<file path="config.mk">
export PLATFORM = sky130hd
export DESIGN_NAME = nrt_cell
export DESIGN_NICKNAME = d
export VERILOG_FILES = /design/src/hw/rtl/node_registry_table_macros.svh /design/src/hw/rtl/nrt_pkg.sv /design/src/hw/rtl/nrt_cell.sv
export SDC_FILE = /design/constraint.sdc
export NUM_CORES = 1
export LEC_CHECK = 0
export ABC_AREA = 1
export BUFFER_PORTS_ARGS = -buffer_cell sky130_fd_sc_hd__buf_4
export CAP_MARGIN = 5
export CORE_MARGIN = 2
export CORE_UTILIZATION = 35
export DETAILED_ROUTE_END_ITERATION = 6
export PLACE_DENSITY_LB_ADDON = 0.2
export SLEW_MARGIN = 20
export SYNTH_ARGS = -nofsm -noshare
export SYNTH_HDL_FRONTEND = slang
export SYNTH_SLANG_ARGS = --single-unit
</file>
<file path="constraint.sdc">
create_clock -name aclk -period 5.8 [get_ports aclk]
set_input_delay 0.29 -clock aclk [delete_from_list [all_inputs] [get_ports aclk]]
set_output_delay 0.29 -clock aclk [all_outputs]
set_load 0.02 [all_outputs]
</file>
<file path="src/hw/rtl/node_registry_table_macros.svh">
// Assertion macros for the node registry table top level.
`ifndef NODE_REGISTRY_TABLE_MACROS_SVH
`define NODE_REGISTRY_TABLE_MACROS_SVH
`ifndef SYNTHESIS
`define NRT_ASSERT(lbl, prop, msg) \
    lbl: assert property (@(posedge aclk) disable iff (!aresetn) prop) else $error(msg);
`define NRT_ASSERT_NEXT(lbl, ante, cons, msg) \
    lbl: assert property (@(posedge aclk) disable iff (!aresetn) (ante) |=> (cons)) \
        else $error(msg);
`else
`define NRT_ASSERT(lbl, prop, msg)
`define NRT_ASSERT_NEXT(lbl, ante, cons, msg)
`endif
`endif

</file>
<file path="src/hw/rtl/nrt_pkg.sv">
// Package with sizes, codes, types and helpers of the node registry table.
`default_nettype none
package nrt_pkg;
    localparam int DEPTH    = 16;
    localparam int SLOT_W   = (DEPTH > 1) ? $clog2(DEPTH) : 1;
    localparam int CNT_W    = $clog2(DEPTH + 1);
    localparam int KEY_W    = 48;
    localparam int TIME_W   = 32;
    localparam int ID_W     = 8;
    localparam int CMD_W    = 3;
    localparam int STATUS_W = 2;
    localparam int RID_W    = 5;
    localparam int OCNT_W   = 5;
    localparam int APB_AW   = 3;
    localparam int APB_DW   = 32;

    localparam logic [TIME_W-1:0] TIMEOUT_RESET = 32'd300000;

    localparam logic [APB_AW-3:0] REG_TIMEOUT = 1'b0;

    localparam logic [CMD_W-1:0] CMD_REGISTER = 3'd0;
    localparam logic [CMD_W-1:0] CMD_CHECK    = 3'd1;
    localparam logic [CMD_W-1:0] CMD_TOUCH    = 3'd2;
    localparam logic [CMD_W-1:0] CMD_FIND     = 3'd3;
    localparam logic [CMD_W-1:0] CMD_COUNT    = 3'd4;
    localparam logic [CMD_W-1:0] CMD_READ     = 3'd5;

    localparam logic [STATUS_W-1:0] STAT_OK      = 2'd0;
    localparam logic [STATUS_W-1:0] STAT_ADDED   = 2'd1;
    localparam logic [STATUS_W-1:0] STAT_MISS    = 2'd2;
    localparam logic [STATUS_W-1:0] STAT_INVALID = 2'd3;

    typedef struct packed {
        logic              vld;
        logic [KEY_W-1:0]  key;
        logic [TIME_W-1:0] now;
        logic [SLOT_W-1:0] sel;
        logic              hit;
        logic [SLOT_W-1:0] hit_idx;
        logic              free;
        logic [SLOT_W-1:0] free_idx;
        logic [CNT_W-1:0]  cnt;
        logic              rd_act;
        logic [KEY_W-1:0]  rd_key;
        logic [TIME_W-1:0] rd_ls;
    } nrt_token_t;

    typedef struct packed {
        logic              en;
        logic [SLOT_W-1:0] idx;
        logic              set_valid;
        logic [KEY_W-1:0]  key;
        logic [TIME_W-1:0] now;
    } nrt_write_t;

    function automatic logic [RID_W-1:0] slot_to_id(input logic [SLOT_W-1:0] slot);
        logic [ID_W-1:0] wide;
        wide = ID_W'(slot) + ID_W'(1);
        return wide[RID_W-1:0];
    endfunction

    function automatic logic [OCNT_W-1:0] cnt_to_out(input logic [CNT_W-1:0] cnt);
        logic [ID_W-1:0] wide;
        wide = ID_W'(cnt);
        return wide[OCNT_W-1:0];
    endfunction
endpackage
`default_nettype wire

</file>
<file path="src/hw/rtl/nrt_cell.sv">
// One slot of the table: holds its entry and updates the query item passing by.
`default_nettype none
module nrt_cell import nrt_pkg::*; (
    input  logic              aclk,
    input  logic              aresetn,
    input  logic [SLOT_W-1:0] cell_idx,
    input  logic [TIME_W-1:0] timeout,
    input  nrt_write_t        wr,
    input  nrt_token_t        tok_in,
    output nrt_token_t        tok_out
);
    logic              valid_reg, valid_next;
    logic [KEY_W-1:0]  key_reg, key_next;
    logic [TIME_W-1:0] ls_reg, ls_next;
    nrt_token_t        tok_reg, tok_next;
    logic [TIME_W-1:0] age;

    always_comb begin
        tok_next = tok_in;
        age = tok_in.now - ls_reg;
        if (!tok_in.hit && valid_reg && (key_reg == tok_in.key)) begin
            tok_next.hit     = 1'b1;
            tok_next.hit_idx = cell_idx;
        end
        if (!tok_in.free && !valid_reg) begin
            tok_next.free     = 1'b1;
            tok_next.free_idx = cell_idx;
        end
        if (valid_reg && (age < timeout)) begin
            tok_next.cnt = tok_in.cnt + CNT_W'(1);
        end
        if (tok_in.sel == cell_idx) begin
            tok_next.rd_act = valid_reg;
            tok_next.rd_key = key_reg;
            tok_next.rd_ls  = ls_reg;
        end
    end

    always_comb begin
        valid_next = valid_reg;
        key_next   = key_reg;
        ls_next    = ls_reg;
        if (wr.en && (wr.idx == cell_idx)) begin
            ls_next = wr.now;
            if (wr.set_valid) begin
                valid_next = 1'b1;
                key_next   = wr.key;
            end
        end
    end

    always_ff @(posedge aclk) begin
        if (!aresetn) begin
            valid_reg <= 1'b0;
            ls_reg    <= '0;
            tok_reg   <= '0;
        end else begin
            valid_reg <= valid_next;
            ls_reg    <= ls_next;
            tok_reg   <= tok_next;
        end
    end

    always_ff @(posedge aclk) begin
        key_reg <= key_next;
    end

    assign tok_out = tok_reg;
endmodule
`default_nettype wire

</file>
==> impl_metrics.tcl <==
set metrics [dict create \
    grt_setup_unrepaired "false" \
    die_x_um 187 \
    via_per_inst 4.67 \
    first_iter_violations 622 \
    ys_warn_count 0 \
    cpPeakStageDelay_ns 0.55 \
    clk_pin_slew_ns 0.06 \
    grt_overflow_total 0 \
    grt_pass1_wl_um 69800 \
    dpl_cell_area_mm2 0.0158 \
    root_buffer "clkbuf_16" \
    crit_end "tok_out[81]" \
    synthCells 1459 \
    rows 67 \
    ant_nets 0 \
    p_leak_nw 9.49 \
    io_pins 486 \
    yosysUniqueCellTypes 39 \
    syn_nets 1828 \
    r2r-end "tok_out[81]" \
    stdcell_count 2647 \
    syn2layout_area_growth_pct 63.4 \
    total_power_mw 4.98 \
    start_util 0.352 \
    maxSlewHeadroom 0.387 \
    fmax_mhz 293 \
    finClkSkew_ns 0.00997 \
    crit_path_start_kind "input pin" \
    clockBufferDepth 3 \
    synth_area_mm2 0.0117 \
    die_y_um 187 \
    crit_fanout 9 \
    synth_seq_cells 262 \
    vias 12400 \
    h-tree-depth 1 \
    end_kind "register" \
    setup_tns_ns 0 \
    drive_gt1_frac 0.260 \
    stdcell_area_mm2 0.0192 \
    tightest_slew_ns 0.920 \
    track_usage 0.254 \
    cts_tree "done" \
    finalMaxSlewViolations 0 \
    grt_max_degree 93 \
    hp-class "input pin to register" \
    fin_nets 2542 \
    first_pass_iters 5 \
    power_density_mw_per_mm2 260 \
    core_area_mm2 0.0333 \
    gp_congestion 0.874 \
    largest_register_ffs 181 \
    hold_viol_final 0 \
    crit_start "tok_in[100]" \
    drv_cap 0 \
    path_class "input pin to register" \
    antenna_found_initial 3 \
    setup_viol 0 \
    routed_wl_um 45700 \
    postCtsSetupBuffers 0 \
    holdWs_ns 0.0179 \
    grt_pass1_vias 13000 \
    design.die.area_mm2 0.0350 \
    pre_cts_ws_ns 2.38 \
    syn_avg_cell_area_um2 8.03 \
    vdd_drop_max_uv 296 \
    clkSinkCount 262 \
    fin_ws_ns 2.39 \
    hpwl_um 33600 \
    r2r_setup_slack_ns 2.41 \
    cts-resized-gates 0 \
    min_period_over_period 0.589 \
    status "finished clean" \
    worstSkewPairLatency_ns 0.57 \
    r2r.worst_path.cells 19 \
    period_needed_ns 3.41 \
    cts_made_buffers 29 \
    port-buffer-count 485 \
    critical_path.slowest_cell "dlygate4sd3_1" \
    routedWlPerCell_um 17.3 \
    cp.required_ns 6.27 \
    drc 0 \
    dp_cells 2352 \
    regToRegStartpoint "ls_reg[6]" \
    ys_seq_area_frac 0.489 \
    cts_hold_buf 238 \
    critical_path.most_common_cell "nand2_1" \
    crit_arrival_ns 3.88 \
    fin_util 0.576 \
]
## placed cells by master, fill, tap and decap left out, types with 6 or more instances in the layout
master,synthesis,routed
buf_4,1,490
nand2_1,263,263
dlygate4sd3_1,0,238
inv_1,238,237
dfxtp_1,214,214
a21oi_1,149,149
nor2_1,129,129
o21ai_0,115,115
ha_1,63,63
edfxtp_1,48,48
xor2_1,32,32
o21ai_1,31,31
clkbuf_16,0,30
nand3_1,28,28
nor3_1,17,17
nand4_1,16,16
xnor2_1,15,15
nand2_2,8,8
o22ai_1,7,7
clkbuf_8,0,7
clkinv_2,0,6
## synth_stat cells, drive strengths merged
master,n,area [um2]
a21oi,152,772
nand3,30,160
nand3b,2,15.0
nor4,3,25.0
o21ai,150,766
o22ai,7,43.8
nor2,132,508
or2,3,18.8
a21o,2,15.0
nand2,273,1060
nand4,16,100
buf,17,92.6
edfxtp,48,1440
xnor2,15,131
o21bai,5,37.5
ha,63,788
a21boi,1,11.3
o21a,5,37.5
dfxtp,214,4280
clkbuf,29,115
nor3b,1,7.51
inv,241,905
fa,1,20.0
nor3,17,85.1
xor2,32,280
## critical path: cells and delay by family
kind / cells / cell delay, ns
AOI/OAI and AO/OA: 2 / 0.22
buffers and inverters: 5 / 0.86
adders and majority gates: 3 / 0.84
and+or+nand+nor: 18 / 1.67
## cell families after synthesis
logic type | synth area share
XOR/XNOR | 0.0351
AND/OR/NAND/NOR | 0.169
AO/OA/AOI/OAI | 0.144
buffers and inverters | 0.0949
adder cells (fa/ha/maj) | 0.0690
flip-flops | 0.489
## metal layers
| layer | global-route usage | vias up | wire, um | part of all wire |
|---|---|---|---|---|
| met5 | 0 | - | 0 | 0 |
| met4 | 0.107 | 0 | 2100 | 0.046 |
| met3 | 0.0724 | 114 | 3260 | 0.071 |
| met2 | 0.454 | 439 | 22600 | 0.50 |
| met1 | 0.281 | 5693 | 17700 | 0.39 |
| li1 | - | 6118 | - | - |
## layout make-up
class / count / area [um2]
Clock inverter: 12 / 134
Clock buffer: 42 / 866
Sequential cell: 262 / 5730
Tap cell: 448 / 561
Fill cell: 2895 / 14100
Inverter: 241 / 907
Antenna cell: 3 / 7.51
Multi-Input combinational cell: 910 / 4880
Timing Repair Buffer: 729 / 6070
## how the worst min path moves through the flow
| stage | cells past startpoint | slack [ns] | to | start |
|---|---|---|---|---|
| 2_1_floorplan | 2 | 0.38 | tok_out[100] | tok_in[100] |
| 3_3_place_gp | 1 | 0.47 | key_reg[10] | wr[42] |
| 3_5_place_dp | 1 | 0.47 | key_reg[7] | wr[39] |
| 4_1_cts | 3 | 0.0008 | tok_out[30] | tok_in[30] |
| 5_1_grt | 3 | 0.01 | tok_out[32] | tok_in[32] |
| 6_report | 3 | 0.02 | tok_out[48] | tok_in[48] |
## power breakdown
part | internal (mW) | switching [mW] | leakage, nW | total (mW)
combinational | 0.508 | 0.571 | 6.79 | 1.08
clock | 1.13 | 0.790 | 0.492 | 1.92
sequential | 1.95 | 0.0310 | 2.21 | 1.98
Note: power is estimated with default switching activity, not from simulation.
